`config.mk`:
```
export PLATFORM = sky130hd
export DESIGN_NAME = protobuf_varint_field_patcher
export DESIGN_NICKNAME = d
export VERILOG_FILES = /design/src/hw/rtl/pfp_pkg.sv /design/src/hw/rtl/pfp_parser.sv /design/src/hw/rtl/protobuf_varint_field_patcher.sv
export SDC_FILE = /design/constraint.sdc
export NUM_CORES = 1
export LEC_CHECK = 0
export ABC_AREA = 1
export BUFFER_PORTS_ARGS = -buffer_cell sky130_fd_sc_hd__buf_2
export CAP_MARGIN = 20
export CORE_ASPECT_RATIO = 1.2
export CORE_UTILIZATION = 55
export CTS_CLUSTER_DIAMETER = 30
export DETAILED_ROUTE_END_ITERATION = 10
export PLACE_DENSITY = 0.77
export SYNTH_ARGS = -nofsm -noshare
export SYNTH_HDL_FRONTEND = slang
export SYNTH_SLANG_ARGS = --single-unit
```
`constraint.sdc`:
```
create_clock -name clk -period 5.7 [get_ports clk]
set_clock_uncertainty 0.1 [all_clocks]
set_input_delay 1.14 -clock clk [delete_from_list [all_inputs] [get_ports clk]]
set_output_delay 1.14 -clock clk [all_outputs]
set_load 0.02 [all_outputs]
```
`src/hw/rtl/pfp_pkg.sv`:
```
// Shared types and constants of the protobuf varint field patcher.
`default_nettype none

package pfp_pkg;

	localparam int LENGTH_BITS_DEF = 32;

	localparam logic [4:0] PATCH_FIELD_RST = 5'd3;
	localparam logic [7:0] PATCH_VALUE_RST = 8'h05;

	localparam logic [7:0] OUTER_TAG_BYTE = 8'h0A;
	localparam logic [2:0] WT_VARINT      = 3'd0;
	localparam logic [2:0] WT_LEN         = 3'd2;

	// configuration register indexes
	localparam logic CFG_PATCH_FIELD = 1'b0;
	localparam logic CFG_PATCH_VALUE = 1'b1;

	typedef struct packed {
		logic [15:0] patch_count;
		logic        stopped;
		logic        patched;
		logic        keep;
		logic [7:0]  out_byte;
	} result_t;

endpackage

`default_nettype wire

```
`src/hw/rtl/pfp_parser.sv`:
```
// Wire-format parser: per-byte state update and patch decision.
`default_nettype none

module pfp_parser #(
	parameter int LENGTH_BITS = pfp_pkg::LENGTH_BITS_DEF
) (
	input  wire logic             clk,
	input  wire logic             arst_n,
	input  wire logic             advance,
	input  wire logic [7:0]       data_byte,
	input  wire logic             last,
	input  wire logic [4:0]       patch_field,
	input  wire logic [7:0]       patch_value,
	output pfp_pkg::result_t      res
);
	import pfp_pkg::*;

	typedef enum logic [2:0] {
		M_OUTER_TAG,
		M_OUTER_LEN,
		M_INNER_TAG,
		M_VARINT,
		M_INNER_LEN,
		M_SKIP,
		M_COPY,
		M_STOPPED
	} mode_t;

	mode_t                  mode_q, mode_d;
	logic [LENGTH_BITS-1:0] entry_q, entry_d;
	logic [LENGTH_BITS-1:0] acc_q, acc_d;
	logic [5:0]             shift_q, shift_d;
	logic [LENGTH_BITS-1:0] skip_q, skip_d;
	logic [4:0]             field_q, field_d;
	logic [15:0]            cnt_q, cnt_d;

	logic [LENGTH_BITS-1:0] acc_or;
	logic [5:0]             shift_sat;
	logic [LENGTH_BITS-1:0] skip_dec;
	logic [LENGTH_BITS-1:0] entry_dec;
	logic                   inner;

	// groups landing at or above LENGTH_BITS fall off the top of the shift
	assign acc_or    = acc_q | (LENGTH_BITS'(data_byte[6:0]) << shift_q);
	assign shift_sat = (shift_q >= 6'd56) ? 6'd63 : shift_q + 6'd7;
	assign skip_dec  = (skip_q != '0) ? skip_q - LENGTH_BITS'(1) : skip_q;
	assign entry_dec = (entry_q != '0) ? entry_q - LENGTH_BITS'(1) : entry_q;

	always_comb begin
		mode_d       = mode_q;
		entry_d      = entry_q;
		acc_d        = acc_q;
		shift_d      = shift_q;
		skip_d       = skip_q;
		field_d      = field_q;
		cnt_d        = cnt_q;
		inner        = 1'b0;
		res.out_byte = data_byte;
		res.keep     = 1'b1;
		res.patched  = 1'b0;
		res.stopped  = 1'b0;

		case (mode_q)
			M_OUTER_TAG: begin
				if (data_byte == OUTER_TAG_BYTE) begin
					mode_d  = M_OUTER_LEN;
					acc_d   = '0;
					shift_d = '0;
				end else begin
					mode_d       = M_STOPPED;
					res.keep     = 1'b0;
					res.out_byte = '0;
					res.stopped  = 1'b1;
				end
			end
			M_OUTER_LEN: begin
				acc_d   = acc_or;
				shift_d = shift_sat;
				if (!data_byte[7]) begin
					entry_d = acc_or;
					mode_d  = (acc_or == '0) ? M_OUTER_TAG : M_INNER_TAG;
				end
			end
			M_INNER_TAG: begin
				inner   = 1'b1;
				field_d = data_byte[7:3];
				if (data_byte[2:0] == WT_VARINT) begin
					mode_d  = M_VARINT;
					shift_d = '0;
				end else if (data_byte[2:0] == WT_LEN) begin
					mode_d  = M_INNER_LEN;
					acc_d   = '0;
					shift_d = '0;
				end else begin
					mode_d = M_COPY;
				end
			end
			M_VARINT: begin
				inner = 1'b1;
				// shift of zero marks the first byte of the varint
				if (shift_q == '0) begin
					if (field_q == patch_field) begin
						res.out_byte = patch_value;
						res.patched  = 1'b1;
						if (cnt_q != '1)
							cnt_d = cnt_q + 16'd1;
					end
					shift_d = 6'd7;
				end
				if (!data_byte[7])
					mode_d = M_INNER_TAG;
			end
			M_INNER_LEN: begin
				inner   = 1'b1;
				acc_d   = acc_or;
				shift_d = shift_sat;
				if (!data_byte[7]) begin
					skip_d = acc_or;
					mode_d = (acc_or == '0) ? M_INNER_TAG : M_SKIP;
				end
			end
			M_SKIP: begin
				inner  = 1'b1;
				skip_d = skip_dec;
				if (skip_dec == '0)
					mode_d = M_INNER_TAG;
			end
			M_COPY: begin
				inner = 1'b1;
			end
			default: begin
				res.keep     = 1'b0;
				res.out_byte = '0;
				res.stopped  = 1'b1;
			end
		endcase

		// entry length runs out even mid-field
		if (inner) begin
			entry_d = entry_dec;
			if (entry_dec == '0)
				mode_d = M_OUTER_TAG;
		end

		if (last) begin
			mode_d  = M_OUTER_TAG;
			entry_d = '0;
			acc_d   = '0;
			shift_d = '0;
			skip_d  = '0;
			field_d = '0;
		end

		res.patch_count = cnt_d;
	end

	always_ff @(posedge clk or negedge arst_n) begin
		if (!arst_n) begin
			mode_q  <= M_OUTER_TAG;
			entry_q <= '0;
			acc_q   <= '0;
			shift_q <= '0;
			skip_q  <= '0;
			field_q <= '0;
			cnt_q   <= '0;
		end else if (advance) begin
			mode_q  <= mode_d;
			entry_q <= entry_d;
			acc_q   <= acc_d;
			shift_q <= shift_d;
			skip_q  <= skip_d;
			field_q <= field_d;
			cnt_q   <= cnt_d;
		end
	end

endmodule

`default_nettype wire

```
`src/hw/rtl/protobuf_varint_field_patcher.sv`:
```
// Top level: stream ports, configuration registers and result register.
//
// Usage
//   Input stream: one byte of a serialized message per word on s_tdata,
//   s_tlast on the final byte of the message. Output stream: one word per
//   input word, carrying the byte (patched or copied), keep/patched/stopped
//   flags and the running saturating patch count.
//   Each word taken is registered in the result register and offered on m_*
//   from the clock edge that takes it onward. Throughput is one word per
//   cycle while m_tready stays high; the parser update is a single pass of
//   combinational logic between the input handshake and the result register.
//   Stalls: the result register holds its word while m_tready is low;
//   s_tready follows as "result register empty or being drained", so a new
//   word enters in the same cycle the old result leaves.
//   Reset (arst_n low): parser back to expecting an outer tag, all lengths
//   and the patch count cleared, patch_field = 3, patch_value = 5, no
//   result pending.
//   Configuration: cfg_we writes cfg_data to register cfg_idx (0 patch_field,
//   1 patch_value) at the clock edge; write only while the block is idle.
`default_nettype none

module protobuf_varint_field_patcher #(
	parameter int LENGTH_BITS = pfp_pkg::LENGTH_BITS_DEF
) (
	input  wire logic        clk,
	input  wire logic        arst_n,
	input  wire logic        s_tvalid,
	output logic             s_tready,
	input  wire logic [7:0]  s_tdata,   // [7:0] data_byte
	input  wire logic        s_tlast,   // last
	output logic             m_tvalid,
	input  wire logic        m_tready,
	output logic [23:0]      m_tdata,   // [7:0] out_byte, [23:8] patch_count
	output logic [2:0]       m_tuser,   // [0] keep, [1] patched, [2] stopped
	input  wire logic        cfg_we,
	input  wire logic        cfg_idx,
	input  wire logic [7:0]  cfg_data
);
	import pfp_pkg::*;

	logic [4:0] patch_field_q;
	logic [7:0] patch_value_q;
	logic       m_tvalid_q;
	result_t    res_q;
	result_t    res;
	logic       take;

	assign s_tready = !m_tvalid_q || m_tready;
	assign take     = s_tvalid && s_tready;

	pfp_parser #(
		.LENGTH_BITS(LENGTH_BITS)
	) u_parser (
		.clk        (clk),
		.arst_n     (arst_n),
		.advance    (take),
		.data_byte  (s_tdata),
		.last       (s_tlast),
		.patch_field(patch_field_q),
		.patch_value(patch_value_q),
		.res        (res)
	);

	always_ff @(posedge clk or negedge arst_n) begin
		if (!arst_n) begin
			patch_field_q <= PATCH_FIELD_RST;
			patch_value_q <= PATCH_VALUE_RST;
		end else if (cfg_we) begin
			case (cfg_idx)
				CFG_PATCH_FIELD: patch_field_q <= cfg_data[4:0];
				CFG_PATCH_VALUE: patch_value_q <= cfg_data;
				default: ;
			endcase
		end
	end

	always_ff @(posedge clk or negedge arst_n) begin
		if (!arst_n) begin
			m_tvalid_q <= 1'b0;
		end else if (s_tready) begin
			m_tvalid_q <= s_tvalid;
		end
	end

	// payload only; no reset needed
	always_ff @(posedge clk) begin
		if (take)
			res_q <= res;
	end

	assign m_tvalid = m_tvalid_q;
	assign m_tdata  = {res_q.patch_count, res_q.out_byte};
	assign m_tuser  = {res_q.stopped, res_q.patched, res_q.keep};

endmodule

`default_nettype wire
```
==> results.toml <==
[detailed_routing]
drt_iter0_markers = 955
wl_per_cell_um = 17.2
drtAntennaViolNets = 0
routed_via_density = 5.73
dr_total_vias = 11000
firstDrtPassIters = 5
totalWireLength_mm = 33.1
drc_errors = 0

[sta]
layout_min_cycle_time_ns = 4.02
final_hold_viol_count = 0
fmax_ghz = 0.249
max_slew_margin_pct = 34.8
drv_slew = 0
tightest_slew_ns = 0.971
setup-tns-final_ns = 0
rsz0062_at_grt = "false"
setup_slack_ns = 1.68
setup_viol = 0
period_share_pct = 70.6

[yosys]
seq_area_frac_synth_pct = 38.5
synth_edf_count = 27
ys_ff_latch = 167
synthFlopType = "dfrtp_1"
ys_types = 51
syn_area_mm2 = 0.0112
syn_area_per_cell_um2 = 6.88
yosysWarnings = 0
synth_cells = 1629
syn_nets = 1659
postSynth.asyncResetShare_pct = 83.8

[global_routing]
grt-ovfl-total = 0
grtUsageTotal_pct = 32.8
grt_pass1_wl_mm = 53.2
grt_pass1_vias = 10400
antenna_found_initial = 0
grt_max_degree = 96

[clocking]
cts.sinks = 167
clock_latency_ns = 0.44
postCtsSetupBuffers = 0
htree_levels = 4
cts_tree = "yes"
root_buffer = "clkbuf_16"
ctsResizeCount = 0
cts_buffer_depth = 2
hold_buffers = 0
clkTransAtPathRegs_ns = 0.08
numCtsBuffers = 17

[pwr]
peakVddDrop_v = 0.000458
power_leakage_nw = 6.18
powerDensity_mw_per_mm2 = 685

[place]
hpwl_mm = 24.6
numPlacedInstances = 1892
gp_congestion = 1.03
io_buffers = 51
place_ws_ns = 1.26

[floorplan]
start_util_pct = 56.7
die_h_um = 158
die-area_mm2 = 0.0210
core-area_mm2 = 0.0198
die_w_um = 132
num_rows = 56
io-pin-count = 52

[outcome]
status = "finished, final reports clean"

[layout]
syn_to_final_growth_pct = 8.23
fin_util_pct = 61.4
diodes = 0
nets = 1680
drive_gt1_share_pct = 9.98
fin_cells = 1924

[setup_path]
cp_data_arrival_time_ns = 4.27
crit_required_ns = 5.95
critPathLaunchType = "input pin"
worstSetupPathType = "in -> reg"
crit_path_max_fanout = 23
critPathCaptureType = "flop"

[worst_hold_path]
worstHoldPathType = "reg -> reg"

[flow_run]
maxCapViolCount = 0
cell usage after synthesis, types with 19 or more instances:
master | n | area, um2
a21oi_1 | 53 | 265
buf_2 | 19 | 95.1
dfrtp_1 | 136 | 3400
edfxtp_1 | 27 | 811
inv_1 | 208 | 781
nand2_1 | 413 | 1550
nand3_1 | 120 | 601
nand4_1 | 39 | 244
nor2_1 | 206 | 773
nor2_2 | 23 | 144
o21ai_0 | 112 | 561
o21ai_1 | 37 | 185
o22ai_1 | 35 | 219
xor2_1 | 33 | 289
metal layers:
| metal | wire [um] | global-route usage, % |
|---|---|---|
| met1 | 14000 | 41.5 |
| met2 | 15600 | 55.2 |
| met3 | 2000 | 4.97 |
| met4 | 1510 | 16.7 |
| met5 | 0 | 0 |
critical path: stages:
cell     delay (ns)
buf_2          0.07
inv_1          0.03
nand2_1        0.07
nand2_1        0.38
inv_2          0.48
nand4_1        0.61
nor2_2         0.97
inv_2          0.24
o21ai_0        0.25
path summary, 6_finish.rpt:
kind                       depth (start not counted)            endpoint             start  slack (ns)
setup reg to reg                                   7  u_parser.acc_q[16]          m_tvalid        2.09
hold reg to reg                                    2    patch_value_q[3]  patch_value_q[3]        0.40
min in group asynchronous                          1   u_parser.cnt_q[6]            arst_n        0.66
setup / recovery                                   9  u_parser.acc_q[16]          m_tready        1.68
max in group asynchronous                          2   u_parser.acc_q[7]            arst_n        3.64
hold / removal                                     2    patch_value_q[3]  patch_value_q[3]        0.40
where the power goes:
| group | switching (mW) | internal (mW) | leakage [nW] |
|---|---|---|---|
| clock | 0.533 | 0.660 | 0.291 |
| combinational | 3.71 | 1.54 | 3.74 |
| sequential | 0.345 | 1.52 | 2.15 |
kinds of logic after synthesis:
kind of cell	share of synthesized area, %
AOI/OAI and AO/OA	13.9
xor gates and xnor gates	2.89
adders and majority gates	0.782
buffers and inverters	10.5
DFF	38.5
muxes	0.301
and+or+nand+nor	33.1
layout by cell type (no fill, tap or decap), types with 5 or more instances in the layout:
| master | count |
|---|---|
| o22ai_1 | 35 |
| nand2_2 | 6 |
| a21oi_1 | 53 |
| nor3_1 | 17 |
| nand3_1 | 120 |
| a32o_1 | 12 |
| clkbuf_16 | 17 |
| buf_2 | 50 |
| buf_4 | 5 |
| dfrtp_1 | 136 |
| o211ai_1 | 13 |
| ha_1 | 7 |
| nand2_1 | 413 |
| xor2_1 | 33 |
| nor2_2 | 24 |
| inv_2 | 17 |
| o21ai_0 | 112 |
| or2_2 | 7 |
| nor4_1 | 5 |
| edfxtp_1 | 27 |
| nand4_1 | 39 |
| inv_1 | 208 |
| o21ai_1 | 37 |
| nor2_1 | 205 |
flip-flops by register name (all words and copies together), names as in the netlist:
name              count
m_tdata              24
m_tuser               3
m_tvalid              1
patch_field_q         5
patch_value_q         8
u_parser.acc_q       32
u_parser.cnt_q       16
u_parser.entry_q     32
u_parser.field_q      5
u_parser.mode_q       3
u_parser.shift_q      6
u_parser.skip_q      32
cell type report:
class / count / area, um2
Fill cell: 1847 / 7630
Multi-Input combinational cell: 1178 / 5720
Sequential cell: 167 / 4320
Inverter: 230 / 866
Clock buffer: 18 / 429
Tap cell: 261 / 327
Timing Repair Buffer: 56 / 299
Clock inverter: 14 / 170
stage by stage:
step	area [um2]	hold slack, ns	total power [mW]
global route	12100	0.447	8.96
finish	12100	0.399	8.31
floorplan	11200	0.353	5.68
global placement	11500	0.369	6.95
detailed placement	11500	0.379	6.99
CTS	12100	0.399	8.21
(Power assumes the default switching activity.)
